[config.mk]
export PLATFORM = sky130hd
export DESIGN_NAME = bmblt_ctrl
export DESIGN_NICKNAME = d
export VERILOG_FILES = /design/src/bmblt_pkg.sv /design/src/bmblt_ctrl.sv
export VERILOG_INCLUDE_DIRS = /design/src /design/src/src
export SDC_FILE = /design/constraint.sdc
export NUM_CORES = 1
export LEC_CHECK = 0
export ABC_CLOCK_PERIOD_IN_PS = 1600
export BUFFER_PORTS_ARGS = -buffer_cell sky130_fd_sc_hd__buf_2
export CAP_MARGIN = 20
export CORE_AREA = 2 2 39 41
export CTS_CLUSTER_DIAMETER = 30
export DETAILED_ROUTE_END_ITERATION = 16
export DIE_AREA = 0 0 41 43
export GPL_TIMING_DRIVEN = 0
export PLACE_DENSITY = 0.6
export SLEW_MARGIN = 20
export SYNTH_ARGS = -nofsm -noshare
export SYNTH_HDL_FRONTEND = slang
export SYNTH_SLANG_ARGS = --single-unit
[constraint.sdc]
create_clock -name i_clk -period 1.6 [get_ports i_clk]
set_clock_uncertainty 0.2 [all_clocks]
set_input_delay 0.32 -clock i_clk [delete_from_list [all_inputs] [get_ports i_clk]]
set_output_delay 0.32 -clock i_clk [all_outputs]
set_load 0.01 [all_outputs]
[src/bitmap_1bpp_blitter_core_assert.svh]
// Assertion macros shared by the blitter modules.
`ifndef BITMAP_1BPP_BLITTER_CORE_ASSERT_SVH
`define BITMAP_1BPP_BLITTER_CORE_ASSERT_SVH

// Same-cycle implication, inactive while reset is asserted.
`define BMBLT_ASSERT_NOW(lbl, clk, rst_n, ante, cons, msg) \
    lbl: assert property (@(posedge clk) disable iff (!(rst_n)) (ante) |-> (cons)) \
        else $error(msg);

// Next-cycle implication, inactive while reset is asserted.
`define BMBLT_ASSERT_NEXT(lbl, clk, rst_n, ante, cons, msg) \
    lbl: assert property (@(posedge clk) disable iff (!(rst_n)) (ante) |=> (cons)) \
        else $error(msg);

`endif

[src/bmblt_pkg.sv]
// Shared types and constants of the 1bpp blitter.
package bmblt_pkg;

    localparam int ADDR_FULL_W = 24;  // unclipped byte address of a clear or draw
    localparam int COL_W       = 10;  // byte column index
    localparam int PITCH_W     = 9;
    localparam int PROD_W      = 22;  // row times pitch
    localparam int ROWS_W      = 14;

    localparam logic [1:0] REQ_DRAW  = 2'd0;
    localparam logic [1:0] REQ_CLEAR = 2'd1;
    localparam logic [1:0] REQ_READ  = 2'd2;

    localparam logic [PITCH_W-1:0] PITCH_RESET = 9'd32;

    typedef struct packed {
        logic [1:0]  req_type;
        logic [10:0] x;
        logic [12:0] y;
        logic [11:0] span_width;
        logic [13:0] rect_height;
        logic [63:0] row_bits;
        logic [12:0] read_address;
    } t_req;

    typedef struct packed {
        logic load_item;
        logic init_step;
        logic setup;
        logic row_start;
        logic col_step;
        logic row_next;
        logic rd_capture;
        logic set_flag;
        logic out_load;
    } t_dp_cmd;

    typedef struct packed {
        logic [1:0] kind;
        logic       empty;
        logic       init_last;
        logic       row_oor;
        logic       addr_oor;
        logic       col_last;
        logic       rows_last;
        logic       out_free;
    } t_dp_sts;

endpackage

[src/bmblt_ctrl.sv]
// Sequencer of the blitter: clearing pass, row and byte-column walk, result hand-off.
`include "bitmap_1bpp_blitter_core_assert.svh"

module bmblt_ctrl import bmblt_pkg::*; (
    input  logic    i_clk,
    input  logic    i_rst_n,
    input  logic    i_in_valid,
    output logic    o_in_ready,
    output t_dp_cmd o_cmd,
    input  t_dp_sts i_sts
);

    localparam logic [2:0] S_INIT = 3'd0;
    localparam logic [2:0] S_IDLE = 3'd1;
    localparam logic [2:0] S_DEC  = 3'd2;
    localparam logic [2:0] S_ROW  = 3'd3;
    localparam logic [2:0] S_COL  = 3'd4;
    localparam logic [2:0] S_RD   = 3'd5;
    localparam logic [2:0] S_FIN  = 3'd6;

    logic [2:0] r_state;
    logic [2:0] n_state;

    always_ff @(posedge i_clk) begin
        if (!i_rst_n) begin
            r_state <= S_INIT;
        end else begin
            r_state <= n_state;
        end
    end

    assign o_in_ready = (r_state == S_IDLE);

    always_comb begin
        n_state = r_state;
        o_cmd   = '0;
        case (r_state)
            S_INIT: begin
                o_cmd.init_step = 1'b1;
                if (i_sts.init_last) begin
                    n_state = S_IDLE;
                end
            end
            S_IDLE: begin
                if (i_in_valid) begin
                    o_cmd.load_item = 1'b1;
                    n_state         = S_DEC;
                end
            end
            S_DEC: begin
                o_cmd.setup = 1'b1;
                if (i_sts.kind inside {REQ_DRAW, REQ_CLEAR}) begin
                    n_state = i_sts.empty ? S_FIN : S_ROW;
                end else if (i_sts.kind == REQ_READ) begin
                    n_state = S_RD;
                end else begin
                    n_state = S_FIN;
                end
            end
            S_ROW: begin
                // a row that starts past the buffer ends the whole draw or clear
                if (i_sts.row_oor) begin
                    o_cmd.set_flag = 1'b1;
                    n_state        = S_FIN;
                end else begin
                    o_cmd.row_start = 1'b1;
                    n_state         = S_COL;
                end
            end
            S_COL: begin
                o_cmd.col_step = 1'b1;
                o_cmd.set_flag = i_sts.addr_oor;
                if (i_sts.col_last || i_sts.addr_oor) begin
                    if (i_sts.rows_last) begin
                        n_state = S_FIN;
                    end else begin
                        o_cmd.row_next = 1'b1;
                        n_state        = S_ROW;
                    end
                end
            end
            S_RD: begin
                o_cmd.rd_capture = 1'b1;
                o_cmd.set_flag   = i_sts.addr_oor;
                n_state          = S_FIN;
            end
            S_FIN: begin
                if (i_sts.out_free) begin
                    o_cmd.out_load = 1'b1;
                    n_state        = S_IDLE;
                end
            end
            default: begin
                n_state = S_IDLE;
            end
        endcase
    end

    `BMBLT_ASSERT_NEXT(a_accept_decodes, i_clk, i_rst_n, i_in_valid && o_in_ready, r_state == S_DEC, "accepted transaction not decoded")
    `BMBLT_ASSERT_NOW(a_load_needs_slot, i_clk, i_rst_n, o_cmd.out_load, i_sts.out_free, "result loaded over a pending result")

endmodule

After elaboration in Yosys (flattened, before gate mapping)
Index checks and enable logic that the tools add are counted.
{ "word_totals": {"word_cells": 43, "latchBits": 0, "ram_bits": 0, "mem_bits_ro": 0, "reg_bits": 3, "mem_count": 0, "output_inout_bits": 10, "in_bits": 12} }
{ "classes": {"n_mul": 0, "reduce_logical": 6, "muxes": 24, "bitwise": 0, "add_sub_neg": 0, "n_div": 0, "order_cmp": 0, "n_eq_ne": 12, "shift": 0} }
{ "op_table": {"columns": ["op", "count"], "rows": [
  ["3-bit two-way mux", 7],
  ["3-bit case mux with 7 select lines", 1],
  ["1-bit two-way mux", 12],
  ["3-bit == test, second input constant", 3],
  ["2-bit != test, second input constant", 4],
  ["3-bit by 2-bit == test with 1-bit output, second input constant", 2],
  ["2-bit two-way mux", 3],
  ["4-bit AND reduction", 1],
  ["3-bit by 1-bit == test with 1-bit output, second input constant", 1],
  ["3-bit logical NOT", 1],
  ["2-bit by 1-bit == test with 1-bit output, second input constant", 1],
  ["2-bit == test, second input constant", 1],
  ["2-bit logical NOT", 1],
  ["1-bit case mux with 2 select lines", 1],
  ["2-bit nonzero test", 1],
  ["2-bit OR reduction", 1],
  ["1-bit logical OR", 1]
]} }

Logic depth before layout (Yosys ltp)
{ "depth": {"word_depth": 4, "ltp_mapped": 5, "depth_no_buf": 4} }

Worst setup path before layout
Ideal clock, no wire load.
{ "synth_path": {"path_kind": "register to output", "startpoint": "register r_state[0]", "endpoint": "output port o_cmd[5] (netlist bit)", "stages_incl_launch_ff": 4, "required_time_ps": 1080, "path_buffers": 1, "path_slack_ps": 166, "t_arrival_ps": 914, "cell_sequence": "dfxtp_1 > buf_6 > clkinv_1 > nor3_1"} }
{ "synth_rtl": {"columns": ["item", "line_no", "text"], "rows": [
  ["from (decl)", "bmblt_ctrl.sv:21", "logic [2:0] r_state;"],
  ["from (signal assigned)", "bmblt_ctrl.sv:28", "r_state <= n_state;"],
  ["to (decl)", "bmblt_ctrl.sv:9", "output t_dp_cmd o_cmd,"]
]} }

==> impl_metrics.py <==
metrics = {
    "yosys": {
        "synth-seq-cells": 3,
        "yosys_warnings": 0,
        "netlist.area_leader.share": 0.176,
        "avgSynthCellArea_um2": 7.40,
        "synth_nets": 58,
        "synth_top_family_by_area": "simple AND/OR/NAND/NOR gates",
        "synth-simple-area-share": 0.379,
        "synth.distinct_cells": 24,
        "syn_inst": 46,
        "synth_area_um2": 340,
        "yosysSeqAreaShare": 0.176,
        "synth_fa_ha_area_frac": 0,
        "synthMuxAreaShare": 0.0294,
        "synth_xor_area_frac": 0,
        "synth_compound_area_frac": 0.283,
        "ys_top_cells_by_area": "dfxtp_1 (18%), buf_6 (9.9%), nor3_1 (8.8%)",
        "yosys.area.top_type": "dfxtp_1",
    },
    "clock_tree": {
        "numCtsBuffers": 3,
        "clock_latency_ns": 0.23,
        "clk_pin_slew_ns": 0.04,
        "cts_buffer_depth": 2,
        "clkSinkCount": 3,
        "h-tree-depth": 1,
        "cts-root-buf": "clkbuf_4",
        "cts_tree": "done",
    },
    "routing": {
        "dr_total_vias": 493,
        "viasPerCell": 5.03,
        "routed_wl_um": 1280,
        "wl_per_cell_um": 13.1,
        "ant_nets": 0,
        "drc": 0,
        "first_pass_iters": 4,
        "drt_iter0_drc": 17,
    },
    "hold_path": {
        "hold_path_class": "in -> reg",
    },
    "layout": {
        "final_core_util": 0.500,
        "top_register": "r_state",
        "multi_input_area_um2": 312,
        "largest_reg_flops": 3,
        "drive_gt1_frac": 0.720,
        "largestRegisters": "r_state: 3 flops",
        "final_common_cell": "buf_2",
        "final_cell_mix": "buf_2 (20), buf_6 (7), buf_4 (7)",
        "syn_to_final_growth_pct": 103,
        "nFillCells": 140,
        "seq_area_um2": 68.8,
        "nets": 95,
        "diodes": 0,
    },
    "setup_path": {
        "setup.worst_path.end": "o_cmd[0]",
        "worstReg2RegEnd": "r_state[1]",
        "r2r_cells": 7,
        "crit_type": "reg -> out",
        "reg2reg_slack_ns": 0.01,
        "critPathMaxFanout": 5,
        "reg2reg_from": "r_state[0]",
        "crit_path_start": "r_state[2]",
        "cp.required_ns": 1.08,
        "crit_path_start_kind": "flop",
        "cp.arrival_ns": 1.11,
        "cp-end-kind": "output port",
    },
    "sta": {
        "setup-tns-final_ns": -0.112,
        "max_slew_margin": 0.811,
        "rsz0062_at_grt": "true",
        "fmax_mhz": 613,
        "final_hold_viol_count": 0,
        "slew_viol_final": 0,
        "min_period_over_period": 1.02,
        "period_minus_slack_ns": 1.63,
        "worst_slack_ns": -0.0304,
        "worst_pin_slew_ns": 0.280,
        "finalSetupViolations": 5,
    },
    "run_status": {
        "violations": "negative setup slack",
        "status": "complete, but fails checks",
    },
    "power": {
        "power.leakage_uw": 0.000324,
        "total_power_uw": 413,
        "p_clk_frac": 0.320,
        "p_sw_frac": 0.338,
        "p_per_area_nw_per_um2": 597,
        "p_sw_uw": 140,
        "internal_power_uw": 274,
        "ir_worst_vdd_mv": 0.359,
        "power_frac_comb": 0.458,
        "seqPwrFrac": 0.222,
    },
    "floorplan": {
        "die_h_um": 43,
        "dieArea_um2": 1760,
        "start_util": 0.246,
        "rows": 14,
        "core-area_um2": 1380,
        "io_pins": 22,
        "die_w_um": 41,
    },
    "global_routing": {
        "grt_pass1_wl_um": 1750,
        "grt_max_degree": 7,
        "grt_pass1_vias": 442,
        "antenna_found_initial": 0,
        "grt_overflow": 0,
        "grt_usage": 0.138,
    },
    "run": {
        "max_cap_viol_count": 0,
    },
    "placed_design": {
        "portBuffers": 21,
        "dp_hpwl_um": 698,
        "place_congestion": 0.752,
    },
}
repair_timing:
item / in CTS / in global routing
pin swaps: 2 / 6
resized for setup: 16 / 15
endpoints found under the setup margin: 8 / 10
buffers inserted: 8 / 2
hold buffers: 0 / 0
gates cloned: 1 / 0
critical path, stage by stage, from the launching register on:
cell and delay [ns]:
dfxtp_2 0.32, buf_6 0.13, nor2b_4 0.15, and3_4 0.18
buf_6 0.09
through the flow:
stage	cells	setup slack, ns	hold WS (ns)	area (um^2)
after floorplan	46	0.166	0.238	340
after global placement	83	0.0875	0.379	465
after detailed placement	83	0.0732	0.380	465
after CTS	96	-0.0406	0.145	612
after global routing	98	-0.0637	0.159	692
final	98	-0.0304	0.146	692
cells in the mapped netlist, drive strengths merged:
master and number:
nand2b 3, a21oi 2, nand4b 1, o21a 2, nor3b 1, a2111oi 1
inv 2, o41ai 1, o22ai 3, a31oi 1, nand2 1, mux2i 1
nor2b 3, dfxtp 3, buf 3, o21ai 2, nor3 6, and3 2
nor2 7, clkinv 1
how the worst min path moves through the flow:
stage	from	to	depth (start not counted)
2_1_floorplan	i_rst_n	r_state[2]	1
3_3_place_gp	i_rst_n	r_state[2]	2
3_5_place_dp	i_rst_n	r_state[2]	2
4_1_cts	i_rst_n	r_state[2]	2
5_1_grt	i_rst_n	r_state[2]	2
6_report	i_rst_n	r_state[0]	3
layout make-up:
type                    count  share of cell area
repair buffers             32               0.302
clock buffers               4              0.0380
flip-flops and latches      3              0.0995
inverters                   3              0.0271
well taps                  16              0.0289
plain buffers               3              0.0542
multi-input cells          37               0.450
power groups by stage:
stage / registers, uW / clock network [uW] / logic, uW
after floorplan: 86.5 / 0 / 76.2
after global placement: 88.2 / 0 / 116
after detailed placement: 88.2 / 0 / 117
after CTS: 89.1 / 135 / 158
after global routing: 92.5 / 141 / 202
final: 91.7 / 132 / 189
per-layer routing:
layer / global-route usage / wire length (um) / part of all wire
met1: 0.167 / 538 / 0.42
met4: 0.0200 / 0 / 0
met5: 0 / 0 / 0
met2: 0.241 / 651 / 0.51
met3: 0.0314 / 93 / 0.072
cells by family after synthesis:
group	Yosys count
buffers and inverters	6
multiplexers	1
flip-flops	3
AO/OA/AOI/OAI	12
AND/OR/NAND/NOR	24
Power figures use the tool's default switching activity.
